**src/rtl/core/quadrature_encoder_emulator_defines.svh**
```systemverilog
// ---------------------------------------------------------------------------
// Quadrature encoder emulator assertion macros
// Shared property macros for the encoder emulator RTL.
// ---------------------------------------------------------------------------
`ifndef QUADRATURE_ENCODER_EMULATOR_DEFINES_SVH
`define QUADRATURE_ENCODER_EMULATOR_DEFINES_SVH

// Same-cycle implication, disabled while reset is asserted.
`define QEE_ASSERT_NOW(lbl, clk_s, rstn_s, ante, cons, msg) \
  lbl: assert property (@(posedge clk_s) disable iff (!(rstn_s)) (ante) |-> (cons)) \
    else $error(msg);

// Next-cycle implication, disabled while reset is asserted.
`define QEE_ASSERT_NEXT(lbl, clk_s, rstn_s, ante, cons, msg) \
  lbl: assert property (@(posedge clk_s) disable iff (!(rstn_s)) (ante) |=> (cons)) \
    else $error(msg);

// Fixed-latency implication, disabled while reset is asserted.
`define QEE_ASSERT_LAT(lbl, clk_s, rstn_s, ante, lat, cons, msg) \
  lbl: assert property (@(posedge clk_s) disable iff (!(rstn_s)) (ante) |-> ##lat (cons)) \
    else $error(msg);

`endif

```
**src/rtl/core/qee_pkg.sv**
```systemverilog
// ---------------------------------------------------------------------------
// Quadrature encoder emulator package
// Shared types, constants and helper functions.
// ---------------------------------------------------------------------------
`timescale 1ns / 1ps
`default_nettype none

package qee_pkg;

  localparam int unsigned STEPS_PER_TURN_DEF = 200;
  localparam logic [31:0] CLOCK_RATE_RST = 32'd5000000;

  // The period is clock_rate / (4 * mag), done as (clock_rate >> 2) / mag.
  localparam int unsigned DIVIDEND_W = 30;
  localparam int unsigned DIVISOR_W  = 8;
  localparam int unsigned DIV_STEPS  = DIVIDEND_W;
  localparam int unsigned DIV_CNT_W  = $clog2(DIV_STEPS + 1);

  typedef enum logic [1:0] {
    ST_IDLE,
    ST_DIV,
    ST_EMIT
  } state_t;

  typedef struct packed {
    logic        tick;
    logic        set_dir;
    logic        dir;
    logic        load_phase;
    logic [1:0]  phase_seed;
    logic        clr_period;
    logic        load_period;
    logic [31:0] period;
  } phase_ctl_t;

  typedef struct packed {
    logic line_a;
    logic line_b;
    logic dir;
  } phase_sts_t;

  // Phase picked for a small move: ((pos mod 10) * 10) / 25. The quotient by
  // ten uses a reciprocal multiply that is exact for all 8-bit values.
  function automatic logic [1:0] phase_seed(input logic [7:0] pos);
    logic [15:0] prod;
    logic [4:0]  quo;
    logic [7:0]  quo_x10;
    logic [3:0]  rem;
    prod    = 16'(pos) * 16'd205;
    quo     = prod[15:11];
    quo_x10 = 8'(quo) * 8'd10;
    rem     = 4'(pos - quo_x10);
    if (rem >= 4'd8) begin
      return 2'd3;
    end else if (rem >= 4'd5) begin
      return 2'd2;
    end else if (rem >= 4'd3) begin
      return 2'd1;
    end else begin
      return 2'd0;
    end
  endfunction

  // Each phase moves exactly one of the two lines.
  function automatic logic [1:0] apply_edge(input logic [1:0] ph, input logic [1:0] ab);
    logic [1:0] res;
    res = ab;
    case (ph)
      2'd0:    res[1] = 1'b0;
      2'd1:    res[0] = 1'b1;
      2'd2:    res[1] = 1'b1;
      2'd3:    res[0] = 1'b0;
      default: res = ab;
    endcase
    return res;
  endfunction

endpackage

`default_nettype wire

```
**src/rtl/core/qee_divider.sv**
```systemverilog
// ---------------------------------------------------------------------------
// Quadrature encoder emulator serial divider
// Restoring divider that retires one quotient bit per cycle.
// ---------------------------------------------------------------------------
`timescale 1ns / 1ps
`default_nettype none

module qee_divider (
  input  wire                               clk,
  input  wire                               rst_n,
  input  wire                               start,
  input  wire [qee_pkg::DIVIDEND_W-1:0]     dividend,
  input  wire [qee_pkg::DIVISOR_W-1:0]      divisor,
  output logic                              busy,
  output logic                              done,
  output logic [qee_pkg::DIVIDEND_W-1:0]    quotient
);

  logic [qee_pkg::DIVISOR_W-1:0]  rem_r, rem_nxt;
  logic [qee_pkg::DIVIDEND_W-1:0] shf_r, shf_nxt;
  logic [qee_pkg::DIVISOR_W-1:0]  dvs_r, dvs_nxt;
  logic [qee_pkg::DIV_CNT_W-1:0]  cnt_r, cnt_nxt;
  logic                           busy_r, busy_nxt;
  logic                           done_r, done_nxt;
  logic [qee_pkg::DIVISOR_W:0]    trial;
  logic [qee_pkg::DIVISOR_W:0]    diff;
  logic                           fits;

  // The dividend leaves the shift register at the top while quotient bits
  // enter at the bottom.
  assign trial = {rem_r, shf_r[qee_pkg::DIVIDEND_W-1]};
  assign fits  = (trial >= {1'b0, dvs_r});
  assign diff  = trial - {1'b0, dvs_r};

  always_comb begin
    rem_nxt  = rem_r;
    shf_nxt  = shf_r;
    dvs_nxt  = dvs_r;
    cnt_nxt  = cnt_r;
    busy_nxt = busy_r;
    done_nxt = 1'b0;
    if (start) begin
      rem_nxt  = '0;
      shf_nxt  = dividend;
      dvs_nxt  = divisor;
      cnt_nxt  = qee_pkg::DIV_CNT_W'(qee_pkg::DIV_STEPS);
      busy_nxt = 1'b1;
    end else if (busy_r) begin
      rem_nxt = fits ? diff[qee_pkg::DIVISOR_W-1:0] : trial[qee_pkg::DIVISOR_W-1:0];
      shf_nxt = {shf_r[qee_pkg::DIVIDEND_W-2:0], fits};
      cnt_nxt = cnt_r - 1'b1;
      if (cnt_r == qee_pkg::DIV_CNT_W'(1)) begin
        busy_nxt = 1'b0;
        done_nxt = 1'b1;
      end
    end
  end

  always_ff @(posedge clk) begin
    rem_r <= rem_nxt;
    shf_r <= shf_nxt;
    dvs_r <= dvs_nxt;
    if (!rst_n) begin
      cnt_r  <= '0;
      busy_r <= 1'b0;
      done_r <= 1'b0;
    end else begin
      cnt_r  <= cnt_nxt;
      busy_r <= busy_nxt;
      done_r <= done_nxt;
    end
  end

  assign busy     = busy_r;
  assign done     = done_r;
  assign quotient = shf_r;

endmodule

`default_nettype wire

```
**src/rtl/core/qee_phase_gen.sv**
```systemverilog
// ---------------------------------------------------------------------------
// Quadrature encoder emulator phase generator
// Holds the edge period, tick counter, phase, direction and line levels.
// ---------------------------------------------------------------------------
`timescale 1ns / 1ps
`default_nettype none

module qee_phase_gen (
  input  wire                 clk,
  input  wire                 rst_n,
  input  qee_pkg::phase_ctl_t ctl,
  output qee_pkg::phase_sts_t sts
);

  logic [31:0] period_r, period_nxt;
  logic [31:0] tick_cnt_r, tick_cnt_nxt;
  logic [1:0]  phase_r, phase_nxt;
  logic [1:0]  lines_r, lines_nxt;
  logic        dir_r, dir_nxt;
  logic [31:0] cnt_inc;

  assign cnt_inc = tick_cnt_r + 32'd1;

  always_comb begin
    period_nxt   = period_r;
    tick_cnt_nxt = tick_cnt_r;
    phase_nxt    = phase_r;
    lines_nxt    = lines_r;
    dir_nxt      = dir_r;
    if (ctl.set_dir) begin
      dir_nxt = ctl.dir;
    end
    if (ctl.clr_period) begin
      period_nxt = '0;
    end
    if (ctl.load_period) begin
      period_nxt = ctl.period;
    end
    if (ctl.load_phase) begin
      phase_nxt = ctl.phase_seed;
      lines_nxt = qee_pkg::apply_edge(ctl.phase_seed, lines_r);
    end
    // A stopped encoder (zero period) ignores ticks entirely.
    if (ctl.tick && (period_r != '0)) begin
      if (cnt_inc >= period_r) begin
        tick_cnt_nxt = '0;
        phase_nxt    = dir_r ? phase_r + 2'd1 : phase_r - 2'd1;
        lines_nxt    = qee_pkg::apply_edge(phase_nxt, lines_r);
      end else begin
        tick_cnt_nxt = cnt_inc;
      end
    end
  end

  always_ff @(posedge clk) begin
    if (!rst_n) begin
      period_r   <= '0;
      tick_cnt_r <= '0;
      phase_r    <= '0;
      lines_r    <= '0;
      dir_r      <= 1'b0;
    end else begin
      period_r   <= period_nxt;
      tick_cnt_r <= tick_cnt_nxt;
      phase_r    <= phase_nxt;
      lines_r    <= lines_nxt;
      dir_r      <= dir_nxt;
    end
  end

  // Levels as they stand after this cycle's update, so a result can be
  // registered in the same cycle.
  assign sts.line_a = lines_nxt[1];
  assign sts.line_b = lines_nxt[0];
  assign sts.dir    = dir_nxt;

endmodule

`default_nettype wire

```
**src/rtl/core/quadrature_encoder_emulator.sv**
```systemverilog
// ---------------------------------------------------------------------------
// Quadrature encoder emulator
// Turns knob positions and clock ticks into quadrature A/B line levels.
// ---------------------------------------------------------------------------
// Usage:
//   The input channel carries one item per transfer: a tick (opcode 1) or a
//   position update (opcode 0) with knob position and button level. Every
//   item yields exactly one result transfer with lines A and B, the latched
//   button level and the current direction.
//   Ticks, zero moves and moves of one or two steps finish in the accept
//   cycle and load the output register at the accepting edge, so the result
//   can transfer in the next cycle and such items go back to back at one per
//   cycle while the receiver keeps up. A larger move runs the serial divider
//   for the edge period, one quotient bit per cycle over 30 bits: the input
//   stalls until the quotient is loaded as the period and the result is
//   registered, and the next item is taken at the edge the result can transfer.
//   The block takes a new item while a result still waits in the output
//   register; that item's result is held back until the register frees.
//   A stalled result holds its payload. Reset clears the state, sets the
//   button level high and loads clock_rate with 5000000. The cfg port
//   writes clock_rate and is to be used only while the block is idle; the block does not enforce this.
// ---------------------------------------------------------------------------
`timescale 1ns / 1ps
`default_nettype none
`include "quadrature_encoder_emulator_defines.svh"

module quadrature_encoder_emulator #(
  parameter int unsigned STEPS_PER_TURN = qee_pkg::STEPS_PER_TURN_DEF
) (
  input  wire        clk,
  input  wire        rst_n,
  input  wire        cfg_we,
  input  wire [31:0] cfg_wdata,
  input  wire        in_valid,
  output logic       in_stall,
  input  wire        in_opcode,
  input  wire [7:0]  in_knob_position,
  input  wire        in_button_level,
  output logic       out_valid,
  input  wire        out_stall,
  output logic       out_line_a,
  output logic       out_line_b,
  output logic       out_button_out,
  output logic       out_turning_up
);

  localparam logic signed [10:0] TURN_X2  = 11'(STEPS_PER_TURN);
  localparam logic signed [9:0]  TURN_D   = 10'(STEPS_PER_TURN);
  localparam int unsigned        DIV_LAT  = qee_pkg::DIV_STEPS + 1;

  qee_pkg::state_t     state_r, state_nxt;
  logic [31:0]         clock_rate_r;
  logic [7:0]          last_pos_r, last_pos_nxt;
  logic                button_r, button_nxt;
  logic                out_valid_r, out_valid_nxt;
  logic                out_a_r, out_b_r, out_btn_r, out_dir_r;
  logic                out_load;
  logic                in_fire;
  logic                slot_free;
  logic                item_done;
  logic signed [9:0]   diff_raw;
  logic signed [10:0]  diff_x2;
  logic signed [9:0]   diff;
  logic [9:0]          diff_abs;
  logic [7:0]          mag;
  logic                div_start;
  logic                div_busy;
  logic                div_done;
  logic [qee_pkg::DIVIDEND_W-1:0] div_quo;
  qee_pkg::phase_ctl_t ctl;
  qee_pkg::phase_sts_t sts;

  // Signed move, wrapped into about half a turn either way.
  assign diff_raw = $signed({2'b00, in_knob_position}) - $signed({2'b00, last_pos_r});
  assign diff_x2  = {diff_raw, 1'b0};

  always_comb begin
    if (diff_x2 < -TURN_X2) begin
      diff = diff_raw + TURN_D;
    end else if (diff_x2 > TURN_X2) begin
      diff = diff_raw - TURN_D;
    end else begin
      diff = diff_raw;
    end
  end

  assign diff_abs = diff[9] ? 10'(-diff) : 10'(diff);
  assign mag      = diff_abs[7:0];

  assign in_stall  = (state_r != qee_pkg::ST_IDLE);
  assign in_fire   = in_valid && !in_stall;
  assign slot_free = !out_valid_r || !out_stall;

  always_comb begin
    state_nxt    = state_r;
    last_pos_nxt = last_pos_r;
    button_nxt   = button_r;
    ctl          = '0;
    div_start    = 1'b0;
    item_done    = 1'b0;
    case (state_r)
      qee_pkg::ST_IDLE: begin
        if (in_fire) begin
          if (in_opcode) begin
            ctl.tick  = 1'b1;
            item_done = 1'b1;
          end else begin
            button_nxt = in_button_level;
            if (diff == '0) begin
              ctl.clr_period = 1'b1;
              item_done      = 1'b1;
            end else begin
              ctl.set_dir  = 1'b1;
              ctl.dir      = !diff[9];
              last_pos_nxt = in_knob_position;
              if (mag <= 8'd2) begin
                ctl.load_phase = 1'b1;
                ctl.phase_seed = qee_pkg::phase_seed(last_pos_r);
                ctl.clr_period = 1'b1;
                item_done      = 1'b1;
              end else begin
                div_start = 1'b1;
                state_nxt = qee_pkg::ST_DIV;
              end
            end
          end
        end
      end
      qee_pkg::ST_DIV: begin
        if (div_done) begin
          ctl.load_period = 1'b1;
          ctl.period      = 32'(div_quo);
          item_done       = 1'b1;
        end
      end
      qee_pkg::ST_EMIT: begin
        item_done = 1'b1;
      end
      default: begin
        state_nxt = qee_pkg::ST_IDLE;
      end
    endcase
    // A finished item waits in ST_EMIT while the output register holds a stalled result.
    if (item_done) begin
      state_nxt = slot_free ? qee_pkg::ST_IDLE : qee_pkg::ST_EMIT;
    end
  end

  assign out_load = item_done && slot_free;

  always_comb begin
    out_valid_nxt = out_valid_r && out_stall;
    if (out_load) begin
      out_valid_nxt = 1'b1;
    end
  end

  qee_divider u_div (
    .clk      (clk),
    .rst_n    (rst_n),
    .start    (div_start),
    .dividend (clock_rate_r[31:2]),
    .divisor  (mag),
    .busy     (div_busy),
    .done     (div_done),
    .quotient (div_quo)
  );

  qee_phase_gen u_phase (
    .clk   (clk),
    .rst_n (rst_n),
    .ctl   (ctl),
    .sts   (sts)
  );

  always_ff @(posedge clk) begin
    if (!rst_n) begin
      state_r      <= qee_pkg::ST_IDLE;
      clock_rate_r <= qee_pkg::CLOCK_RATE_RST;
      last_pos_r   <= '0;
      button_r     <= 1'b1;
      out_valid_r  <= 1'b0;
    end else begin
      state_r     <= state_nxt;
      last_pos_r  <= last_pos_nxt;
      button_r    <= button_nxt;
      out_valid_r <= out_valid_nxt;
      if (cfg_we) begin
        clock_rate_r <= cfg_wdata;
      end
    end
  end

  always_ff @(posedge clk) begin
    if (out_load) begin
      out_a_r   <= sts.line_a;
      out_b_r   <= sts.line_b;
      out_btn_r <= button_nxt;
      out_dir_r <= sts.dir;
    end
  end

  assign out_valid      = out_valid_r;
  assign out_line_a     = out_a_r;
  assign out_line_b     = out_b_r;
  assign out_button_out = out_btn_r;
  assign out_turning_up = out_dir_r;

  `QEE_ASSERT_LAT(a_div_latency, clk, rst_n, div_start, DIV_LAT, div_done, "divider missed its fixed latency")
  `QEE_ASSERT_NOW(a_no_accept_in_div, clk, rst_n, div_busy, in_stall, "input open while divider runs")
  `QEE_ASSERT_NEXT(a_emit_delivers, clk, rst_n, (state_r == qee_pkg::ST_EMIT) && slot_free, out_valid_r, "held result was not registered")

endmodule

`default_nettype wire

```
**config.mk**
```make
export PLATFORM = sky130hd
export DESIGN_NAME = quadrature_encoder_emulator
export DESIGN_NICKNAME = d
export VERILOG_FILES = /design/src/rtl/core/qee_pkg.sv /design/src/rtl/core/qee_divider.sv /design/src/rtl/core/qee_phase_gen.sv /design/src/rtl/core/quadrature_encoder_emulator.sv
export VERILOG_INCLUDE_DIRS = /design/src /design/src/rtl/core
export SDC_FILE = /design/constraint.sdc
export NUM_CORES = 1
export LEC_CHECK = 0
export BUFFER_PORTS_ARGS = -buffer_cell sky130_fd_sc_hd__buf_2
export CAP_MARGIN = 10
export CORE_ASPECT_RATIO = 1.4
export CORE_UTILIZATION = 45
export DETAILED_ROUTE_END_ITERATION = 8
export SYNTH_ARGS = -nofsm -noshare
export SYNTH_HDL_FRONTEND = slang
export SYNTH_SLANG_ARGS = --single-unit
```
**constraint.sdc**
```tcl
create_clock -name clk -period 11.9 [get_ports clk]
set_input_delay 0.595 -clock clk [delete_from_list [all_inputs] [get_ports clk]]
set_output_delay 0.595 -clock clk [all_outputs]
set_load 0.02 [all_outputs]
```
# == Yosys cells after proc, flatten, opt, wreduce, memory -nomap -nowiden ==
# Cells that the tools add are included.
# Widths: inputs -> output; s select.
# totals
regBits,170
in_bits,47
output_inout_bits,6
word_cells,142
# classes
n_addsub,10
mul,2
order_cmp,8
eq_ne,14
muxes,61
bitwise,4
n_reduce_logical,22
# ops
operator,n
$mux 32,3
$mux 33,2
$mux 30,2
$add 32x1->32 const B,1
$ge 32x32->1,1
$reduce_bool 32->1,1
$mux 2,15
$mux 1,22
$mux 10,2
$mul 8x8->16 const B,1
$mux 8,2
$mux 5,3
$mux 7,2
$ne 3x3->1 const B,4
$add 9x9->10 const B,1
$eq 2x2->1 const B,5
$gt 10x9->1 const B,1
$logic_not 10->1,1
$lt 10x9->1 const B,1
$sub 9x9->10 const B,1
$ge 9x8->1,1
$sub 8x8->9,1
$le 8x2->1 const B,1
$neg 8->8,1
27 further kinds,46

# == Depth between registers and ports, before layout ==
# Gate-level depths: netlist of run 1.
# logic_depth
depth_word,17
depth_mapped,23
mapped_depth_nobuf,23

# == Modules after synthesis ==
# From an unflattened synthesis of run 1, not the netlist that was laid out.
# unflattened
hier_cells,1223
hier_area_um2,11059.4
# by_module_without_submodules
module,n_inst,cells_per_inst,area_per_inst_um2,seq_area_each_um2
qee_phase_gen,1,546,4443.0,1381.3
quadrature_encoder_emulator,1,467,4043.9,960.9
qee_divider,1,210,2572.5,1441.4

# == Worst setup path before layout of run 1 ==
# Ideal clock, no wire load.
# synth_path
path_type,register to register
startpoint,register last_pos_r[2]
endpoint,register out_b_r (netlist: out_line_b) (data pin)
setup_time_ns,0.138
arrival_ns,5.114
t_required_ns,11.762
path_slack_ns,6.648
stages_incl_launch_ff,23
path_buffers,0
period_less_slack_ns,5.252
cell_sequence,dfxtp_1 -> ha_1 -> inv_1 -> fa_1 -> inv_1 -> fa_1 -> inv_1 -> fa_1 -> inv_1 -> ha_1 -> a21oi_1 -> o21ai_0 -> xnor2_1 -> inv_1 -> ha_1 -> fa_1 -> xor2_1 -> xnor2_1 -> xnor2_1 -> xnor2_1 -> o2111a_1 -> mux2_2 -> nor2_1
# synth_lines
element,line_no,source
start: declaration,quadrature_encoder_emulator.sv:53,"logic [7:0] last_pos_r, last_pos_nxt;"
start signal: assignment,quadrature_encoder_emulator.sv:185,last_pos_r <= last_pos_nxt;
end signal: assignment,quadrature_encoder_emulator.sv:197,out_b_r <= sts.line_b;
end: declaration,quadrature_encoder_emulator.sv:56,"logic out_a_r, out_b_r, out_btn_r, out_dir_r;"

==> results of run 1 <==
[logic make-up (layout without fill, tap and decap cells)]
family,Yosys count,in the layout,synth area share (%)
and+or+nand+nor,387,387,18.0
AOI/OAI and AO/OA,220,220,13.7
DFF,166,166,36.4
buffers and inverters,149,188,5.67
adders and majority gates,107,107,14.1
muxes,70,70,7.20
xor gates and xnor gates,57,57,4.86
other,1,1,0.0365
[worst reg2reg max path, cell delays in order (launching register included)]
cell	delay, ns
dfxtp_1	0.52
ha_1	0.24
inv_1	0.06
fa_1	0.50
inv_1	0.06
fa_1	0.54
inv_1	0.06
fa_1	0.53
inv_1	0.04
ha_1	0.28
a21oi_1	0.21
o21ai_0	0.24
xnor2_1	0.25
inv_1	0.07
ha_1	0.19
fa_1	0.39
xor2_1	0.16
xnor2_1	0.19
xnor2_1	0.12
xnor2_1	0.32
o2111a_1	0.26
mux2_2	0.36
nor2_1	0.12
[layer usage]
layer | global-route usage [%] | up-vias | part of all wire, %
li1 | - | 4062 | -
met1 | 21.8 | 3717 | 43
met2 | 36.6 | 64 | 53
met3 | 3.23 | 27 | 2.0
met4 | 5.95 | 0 | 1.5
met5 | 0 | - | 0
[registers in the layout, summed over array words and instances, names as in the netlist]
signal and cells:
u_phase.lines_r 2, out_valid 1, u_div.rem_r 8, state_r 2
button_r 1, u_div.done 1, u_phase.tick_cnt_r 32, last_pos_r 8
u_phase.dir_r 1, u_div.busy 1, out_button_out 1, clock_rate_r 30
u_div.dvs_r 8, out_line_b 1, out_turning_up 1, u_phase.phase_r 2
u_div.quotient 30, u_phase.period_r 30, out_line_a 1, u_div.cnt_r 5
[final timing paths]
path | cells past startpoint | startpoint | slack [ns] | to
worst max-delay path | 22 | last_pos_r[0] | 6.04 | out_line_b
worst min-delay path | 3 | cfg_wdata[19] | 0.38 | clock_rate_r[19]
worst min register to register | 2 | u_phase.period_r[5] | 0.47 | u_phase.period_r[5]
worst max register to register | 22 | last_pos_r[0] | 6.04 | out_line_b
[where the power goes]
group          leakage, nW  total [mW]  switching [mW]  internal [mW]
Sequential            1.41       0.680          0.0362          0.644
Clock                0.270       0.527           0.225          0.302
Combinational         3.10       0.420           0.240          0.180
Total                 4.78        1.63           0.501           1.13
[cell usage in the layout (no fill, tap or decap), types with 6 or more instances in the layout]
cell type	Yosys	routed
nor3b_1	15	15
nor2_1	119	119
xnor2_1	36	36
a21o_1	25	25
nand4_1	12	12
mux2_2	31	31
dfxtp_1	124	124
clkbuf_16	0	18
and2_1	7	7
nor4_1	12	12
nand2b_1	6	6
fa_1	14	14
nand3_1	24	24
mux2i_1	39	39
nand2_1	121	121
a21oi_1	102	102
inv_1	100	99
buf_2	10	50
a211oi_1	6	6
nand3b_1	7	7
edfxtp_1	42	42
and3_1	13	13
xor2_1	21	21
nor3_1	16	16
ha_1	93	93
nor2b_1	14	14
o21ai_0	32	32
[cell type report]
type | instances | area share (%)
multi-input combinational | 842 | 52.7
tap | 301 | 3.33
inverter | 100 | 3.32
clock buffer | 23 | 4.15
clock inverter | 9 | 0.796
sequential | 166 | 33.1
timing repair buffer | 56 | 2.68
[through the flow]
step	hold WS [ns]	power [mW]	setup slack [ns]
final	0.380	1.63	6.04
after global routing	0.372	1.73	5.67
after CTS	0.364	1.65	5.99
after detailed placement	0.460	1.11	5.93
after global placement	0.456	1.11	5.97
after floorplan	0.436	1.02	6.65
==> impl_metrics.tcl, run 1 <==
set metrics [dict create \
    status "completed" \
    grt_pass1_vias 7786 \
    yosysTopAreaCell "dfxtp_1" \
    fp.dieW_um 130 \
    post-synth-top-count-cell "dfxtp_1" \
    critPathRequiredTime_ns 12.18 \
    netlist_top_cells_count "124 x dfxtp_1, 121 x nand2_1, 119 x nor2_1" \
    synthTopCellsByArea "dfxtp_1 24%, edfxtp_1 12%, ha_1 11%" \
    crit_arrival_ns 6.14 \
    yosysTopAreaCellShare_pct 24.2 \
    cts_resized 0 \
    hold_path.class "primary input to flip-flop" \
    cts_tree "built" \
    synth_cells 1157 \
    postLayoutCellArea_um2 11300 \
    htree_num_levels 4 \
    multiInputGateArea_um2 5960 \
    crit_fanout 8 \
    insertion_delay_ns 0.43 \
    grt_usage_pct 19.5 \
    path_cells "ha_1 > inv_1 > fa_1 > inv_1 > fa_1 > inv_1 > fa_1 > inv_1 > ha_1 > a21oi_1 > o21ai_0 > xnor2_1 > inv_1 > ha_1 > fa_1 > xor2_1 > xnor2_1 > xnor2_1 > xnor2_1 > o2111a_1 > mux2_2 > nor2_1" \
    syn_area_um2 10300 \
    synth_edf_count 42 \
    dr_total_vias 7870 \
    finalSetupViolations 0 \
    fin_skew_ns 0.0139 \
    routed_wl_um 21700 \
    fin_nets 1337 \
    drv_cap 0 \
    numPortBuffers 50 \
    grt_overflow 0 \
    fin_crit_sh_pct 49.3 \
    final_max_slew_viol_count 0 \
    leakage_nw 4.78 \
    synth_flop_cell "dfxtp_1" \
    drt_iter0_drc 334 \
    grt_setup_unrepaired "no" \
    crit_type "flip-flop to flip-flop" \
    critPathLaunchType "flip-flop" \
    place_congestion 0.803 \
    crit_top_cell "inv_1" \
    antenna_found_initial 0 \
    ios 53 \
    syn-num-nets 1311 \
    cts.path.max_buffers 2 \
    viasPerCell 5.26 \
    dp_hpwl_um 16100 \
    placed_cell_area_um2 10700 \
    register_area_um2 3740 \
    clk_pin_slew_ns 0.06 \
    yosysWarnings 0 \
    ir_drop_mv 0.0968 \
    setup_tns_ns 0 \
    fillers 2196 \
    cts-hold-fix-buffers 0 \
    grt_pass1_wl_um 36200 \
    syn_avg_cell_area_um2 8.88 \
    min_period_ns 5.86 \
    antenna_left 0 \
    ys_ff_latch 166 \
    ys_seq_area_share_pct 36.4 \
    row_count 65 \
    start_util_pct 45.8 \
    worst_pin_slew_ns 1.06 \
    antenna_cells 0 \
    yosysUniqueCellTypes 73 \
    cts_root_buffer "clkbuf_16" \
    die-height_um 181 \
    hold_viol_final 0 \
    clock_sinks 166 \
    drive_above_1_share_pct 11.6 \
    critPathCaptureType "flip-flop" \
    detail_route.first_pass.iterations 4 \
    wl_per_cell_um 14.5 \
    core_area_um2 22400 \
    areaGrowthSynthToFinish_pct 10.1 \
    fin_util_pct 50.4 \
    crit_slowest_cell "fa_1" \
    relSlewSlack_pct 29.6 \
    max_freq_ghz 0.171 \
    drc 0 \
    post-place-cells 1464 \
    fin_cells 1497 \
    async_flop_share_pct 0 \
    power_density_nw_per_um2 144 \
    grt_start_max_net_pins 57 \
    cp_num_buf_inv 5 \
    postCtsSetupBuffers 0 \
    critPathTopFamily "adder cells" \
    cpPeakStageDelay_ns 0.54 \
    die_area_um2 23500 \
    numCtsBuffers 17 \
]
(Power assumes the default switching activity.)
==> run 2: changes to the inputs <==
- ABC_AREA: unset -> 1
- clock period: 11.9 -> 5.5 ns (I/O delays scaled with it)
==> impl_metrics.tcl, run 2 <==
set metrics [dict create \
    fin_util_pct 51.8 \
    post-synth-top-count-cell "nand2_1" \
    crit_top_cell "inv_1" \
    cts.path.max_buffers 2 \
    antenna_found_initial 0 \
    drive_above_1_share_pct 13.4 \
    yosysUniqueCellTypes 49 \
    max_freq_ghz 0.189 \
    core_area_um2 22000 \
    hold_viol_final 0 \
    antenna_left 0 \
    postLayoutCellArea_um2 11400 \
    drt_iter0_drc 362 \
    yosysTopAreaCellShare_pct 24.4 \
    grt_pass1_vias 8327 \
    netlist_top_cells_count "360 x nand2_1, 176 x inv_1, 124 x dfxtp_1" \
    syn-num-nets 1495 \
    dp_hpwl_um 17600 \
    critPathTopFamily "adder cells" \
    critPathLaunchType "flip-flop" \
    min_period_ns 5.29 \
    syn_avg_cell_area_um2 7.59 \
    final_cell_mix "358 x nand2_1, 174 x inv_1, 122 x dfxtp_1" \
    status "completed" \
    min_path_cells 3 \
    worstSetupPathDepth 27 \
    die-height_um 180 \
    yosysWarnings 0 \
    grt_start_max_net_pins 46 \
    areaGrowthSynthToFinish_pct 12.2 \
    critPathRequiredTime_ns 5.70 \
    wl_per_cell_um 13.8 \
    crit_fanout 3 \
    viasPerCell 4.95 \
    power_density_nw_per_um2 403 \
    yosysTopAreaCell "dfxtp_1" \
    async_flop_share_pct 0 \
    die_area_um2 23200 \
    largest_reg_flops 32 \
    finalSetupViolations 0 \
    htree_num_levels 4 \
    cts_tree "built" \
    synthTopCellsByArea "dfxtp_1 24%, nand2_1 13%, edfxtp_1 12%" \
    leakage_nw 5.24 \
    crit_arrival_ns 5.48 \
    cp_num_buf_inv 6 \
    ys_seq_area_share_pct 36.8 \
    cts-hold-fix-buffers 0 \
    cts_root_buffer "clkbuf_16" \
    numPortBuffers 50 \
    fin_crit_sh_pct 96.2 \
    final_max_slew_viol_count 0 \
    insertion_delay_ns 0.44 \
    crit_type "flip-flop to flip-flop" \
    critPathCaptureType "flip-flop" \
    worst_pin_slew_ns 1.05 \
    cpPeakStageDelay_ns 0.52 \
    antenna_cells 0 \
    fin_nets 1538 \
    syn_area_um2 10200 \
    row_count 64 \
    final_common_cell "nand2_1" \
    drv_cap 0 \
    ios 53 \
    reg2reg_depth 27 \
    fin_cells 1694 \
    grt_usage_pct 21.5 \
    drc 0 \
    fin_skew_ns 0.00792 \
    synth_flop_cell "dfxtp_1" \
    clock_sinks 166 \
    routed_wl_um 23400 \
    numCtsBuffers 17 \
    dr_total_vias 8393 \
    start_util_pct 46.2 \
    ys_ff_latch 166 \
    crit_slowest_cell "fa_1" \
    hold_path.class "primary input to flip-flop" \
    clk_pin_slew_ns 0.07 \
    grt_pass1_wl_um 39300 \
    place_congestion 0.888 \
    grt_overflow 0 \
    relSlewSlack_pct 29.7 \
    fp.dieW_um 129 \
    detail_route.first_pass.iterations 5 \
    largest-register "u_phase.tick_cnt_r" \
    placed_cell_area_um2 10700 \
    synth_edf_count 42 \
    synth_cells 1341 \
    ir_drop_mv 0.244 \
    post-place-cells 1661 \
]
-- run 2: changes by cell type after synthesis, moves of 29 or more --
cell     delta
inv_1      +76
mux2_2     -31
mux2i_1    -39
nand2_1   +239
nand2_2    +29
nand3_1    +30
-- run 2: logic make-up (layout without fill, tap and decap cells) --
group	Yosys count	after routing	synth area share, %
adder cells (fa/ha/maj)	107	107	14.2
XOR/XNOR	42	42	3.62
flip-flops	166	166	36.8
AND/OR/NAND/NOR	613	613	26.1
AO/OA/AOI/OAI	185	185	10.2
buffers and inverters	227	283	8.99
other	1	1	0.0369
-- run 2: routing by layer --
metal | share of wire, % | track usage, % | wire length [µm] | up-vias
met1 | 44 | 25.1 | 10300 | 3884
li1 | - | - | - | 4376
met2 | 52 | 39.2 | 12100 | 101
met4 | 1.9 | 7.15 | 456 | 0
met3 | 2.6 | 3.69 | 604 | 32
met5 | 0 | 0 | 0 | -
-- run 2: path summary, 6_finish.rpt --
check,slack [ns],to,startpoint
worst max register to register,0.21,out_line_b,last_pos_r[1]
worst min register to register,0.45,u_phase.tick_cnt_r[31],u_phase.tick_cnt_r[31]
worst max-delay path,0.21,out_line_b,last_pos_r[1]
worst min-delay path,0.05,clock_rate_r[22],cfg_wdata[22]
-- run 2: cell type report --
type,instances,area [µm²]
tap,297,372
timing repair buffer,65,363
fill,2182,10600
clock inverter,12,189
clock buffer,20,457
sequential,166,3750
inverter,186,698
multi-input combinational,948,5590
-- run 2: what timing repair did --
item                       4_1_cts  5_1_grt
setup endpoints to repair        4        6
buffers inserted                 0        1
cloned                           0        0
pin swaps                        3       15
gates resized for setup          6       16
-- run 2: worst min-delay path: stages --
cell and delay [ns]:
buf_2 0.07, nand2_1 0.04, nand3_1 0.06
-- run 2: metrics by stage --
step | setup slack (ns) | total power [mW] | hold WS [ns] | setup TNS [ns]
3_5_place_dp | -0.0986 | 3.22 | 0.443 | -0.191
6_report | 0.211 | 4.60 | 0.0451 | 0
3_3_place_gp | -0.00584 | 3.19 | 0.439 | -0.00584
4_1_cts | 0.0122 | 4.56 | 0.0321 | 0
2_1_floorplan | 0.195 | 2.84 | 0.401 | 0
5_1_grt | -0.0414 | 4.95 | 0.0567 | -0.0788
-- run 2: power breakdown --
| group | internal, mW | total (mW) | switching [mW] |
|---|---|---|---|
| logic | 0.620 | 1.68 | 1.06 |
| clock network | 0.793 | 1.31 | 0.517 |
| registers | 1.50 | 1.61 | 0.109 |
| total | 2.91 | 4.60 | 1.69 |
==> run 3: changes to the inputs <==
- BUFFER_PORTS_ARGS: -buffer_cell sky130_fd_sc_hd__buf_2 -> -buffer_cell sky130_fd_sc_hd__buf_4
==> impl_metrics.tcl, run 3 (synthesized netlist as in run 2, its figures left out) <==
set metrics [dict create \
    dp_hpwl_um 17500 \
    detail_route.first_pass.iterations 5 \
    drt_iter0_drc 327 \
    crit_arrival_ns 5.48 \
    core_area_um2 22000 \
    drc 0 \
    grt_overflow 0 \
    cts.path.max_buffers 2 \
    post-place-cells 1662 \
    numCtsBuffers 17 \
    fin_crit_sh_pct 96.2 \
    routed_wl_um 23700 \
    place_congestion 0.899 \
    power_density_nw_per_um2 399 \
    critPathRequiredTime_ns 5.69 \
    grt_start_max_net_pins 46 \
    critPathTopFamily "adder cells" \
    status "completed" \
    fin_skew_ns 0.0110 \
    grt_usage_pct 21.6 \
    wl_per_cell_um 14.0 \
    crit_top_cell "inv_2" \
    pre_cts_ws_ns -0.0933 \
    critPathCaptureType "flip-flop" \
    fp.dieW_um 129 \
    grt_setup_unrepaired "no" \
    ff2ff_setup_slack_ns 0.21 \
    start_util_pct 46.2 \
    numPortBuffers 50 \
    hp-start "cfg_wdata[22]" \
    leakage_nw 5.29 \
    fillers 2138 \
    min_period_ns 5.29 \
    reg2reg_depth 28 \
    drive_above_1_share_pct 13.7 \
    row_count 64 \
    clk_pin_slew_ns 0.06 \
    antenna_cells 0 \
    die-height_um 180 \
    r2r-end "out_line_a" \
    viasPerCell 4.96 \
    finalSetupViolations 0 \
    antenna_found_initial 0 \
    critPathLaunchType "flip-flop" \
    fin_cells 1696 \
    crit_type "flip-flop to flip-flop" \
    final_common_cell "nand2_1" \
    crit_fanout 2 \
    final_max_slew_viol_count 0 \
    dr_total_vias 8408 \
    largest-register "u_phase.tick_cnt_r" \
    max_freq_ghz 0.189 \
    r2r-start "last_pos_r[6]" \
    htree_num_levels 4 \
    ios 53 \
    insertion_delay_ns 0.44 \
    antenna_left 0 \
    ir_drop_mv 0.263 \
    cts_tree "built" \
    setup_slack_ns 0.208 \
    hold_path.class "primary input to flip-flop" \
    fin_nets 1540 \
    min_path_cells 3 \
    cpPeakStageDelay_ns 0.54 \
    hold_path_end "clock_rate_r[22]" \
    hold_viol_final 0 \
    crit_slowest_cell "fa_1" \
    final_cell_mix "357 x nand2_1, 172 x inv_1, 120 x dfxtp_1" \
    grt_pass1_vias 8229 \
    clock_sinks 166 \
    cp_num_buf_inv 7 \
    largest_reg_flops 32 \
    worst_pin_slew_ns 1.07 \
    relSlewSlack_pct 28.4 \
    cts_root_buffer "clkbuf_16" \
    drv_cap 0 \
    areaGrowthSynthToFinish_pct 13.7 \
    grt_pass1_wl_um 39200 \
    die_area_um2 23200 \
]
## run 3: cell types whose count changed in the layout (fill, tap and decap cells not counted), moves of 2 or more
cell,delta
buf_2,-50
dfxtp_1,-2
inv_2,+2
clkbuf_1,+2
buf_4,+52
inv_1,-2
ha_4,+2
dfxtp_2,+2
## run 3: worst max path at each step
stage | start | end | slack [ns] | cells past startpoint
floorplan | last_pos_r[2] | out_line_a | 0.20 | 28
global placement | last_pos_r[1] | out_line_a | -0.01 | 28
detailed placement | last_pos_r[1] | out_line_a | -0.09 | 28
CTS | last_pos_r[1] | out_line_b | 0.001 | 27
global route | last_pos_r[6] | out_line_a | 0.01 | 28
finish | last_pos_r[6] | out_line_a | 0.21 | 28
## run 3: timing repair
item,CTS,global route
hold buffers,0,0
setup endpoints to repair,2,6
setup buffers,0,2
cloned,0,0
pin swaps,3,14
gates resized for setup,4,25
## run 3: worst register-to-register path: cells and delay by family (launching register included)
kind	cells	cell delay (ns)
adder cells (fa/ha/maj)	7	2.60
AND/OR/NAND/NOR	10	1.03
AO/OA/AOI/OAI	3	0.52
buffers and inverters	7	0.40
flip-flops	1	0.33
XOR/XNOR	1	0.16
## run 3: cell type report
type / count / area [µm²] / area share (%)
well taps: 297 / 372 / 3.21
flip-flops and latches: 166 / 3750 / 32.4
multi-input cells: 948 / 5620 / 48.6
clock buffers: 23 / 489 / 4.23
repair buffers: 67 / 503 / 4.35
clock inverters: 9 / 138 / 1.19
inverters: 186 / 698 / 6.04
## run 3: through the flow
stage	hold slack (ns)	utilization (%)	TNS, ns	power (mW)	instance area, µm²
after CTS	0.0397	52.0	0	4.53	11500
after global routing	0.0434	52.5	0	4.96	11600
final	0.0550	52.5	0	4.62	11600
after floorplan	0.401	-	0	2.84	10200
after detailed placement	0.440	49.1	-0.166	3.25	10800
after global placement	0.441	49.1	-0.0136	3.22	10800
## run 3: layer usage
metal,track usage [%],share of wire [%]
met1,25.0,44
met2,39.2,51
met3,3.99,2.9
met4,7.25,2.0
met5,0,0
## run 3: report_power, final
part	leakage (nW)	internal, mW	switching (mW)	total, mW
sequential	1.41	1.50	0.115	1.61
combinational	3.57	0.653	1.08	1.74
clock	0.305	0.770	0.494	1.26
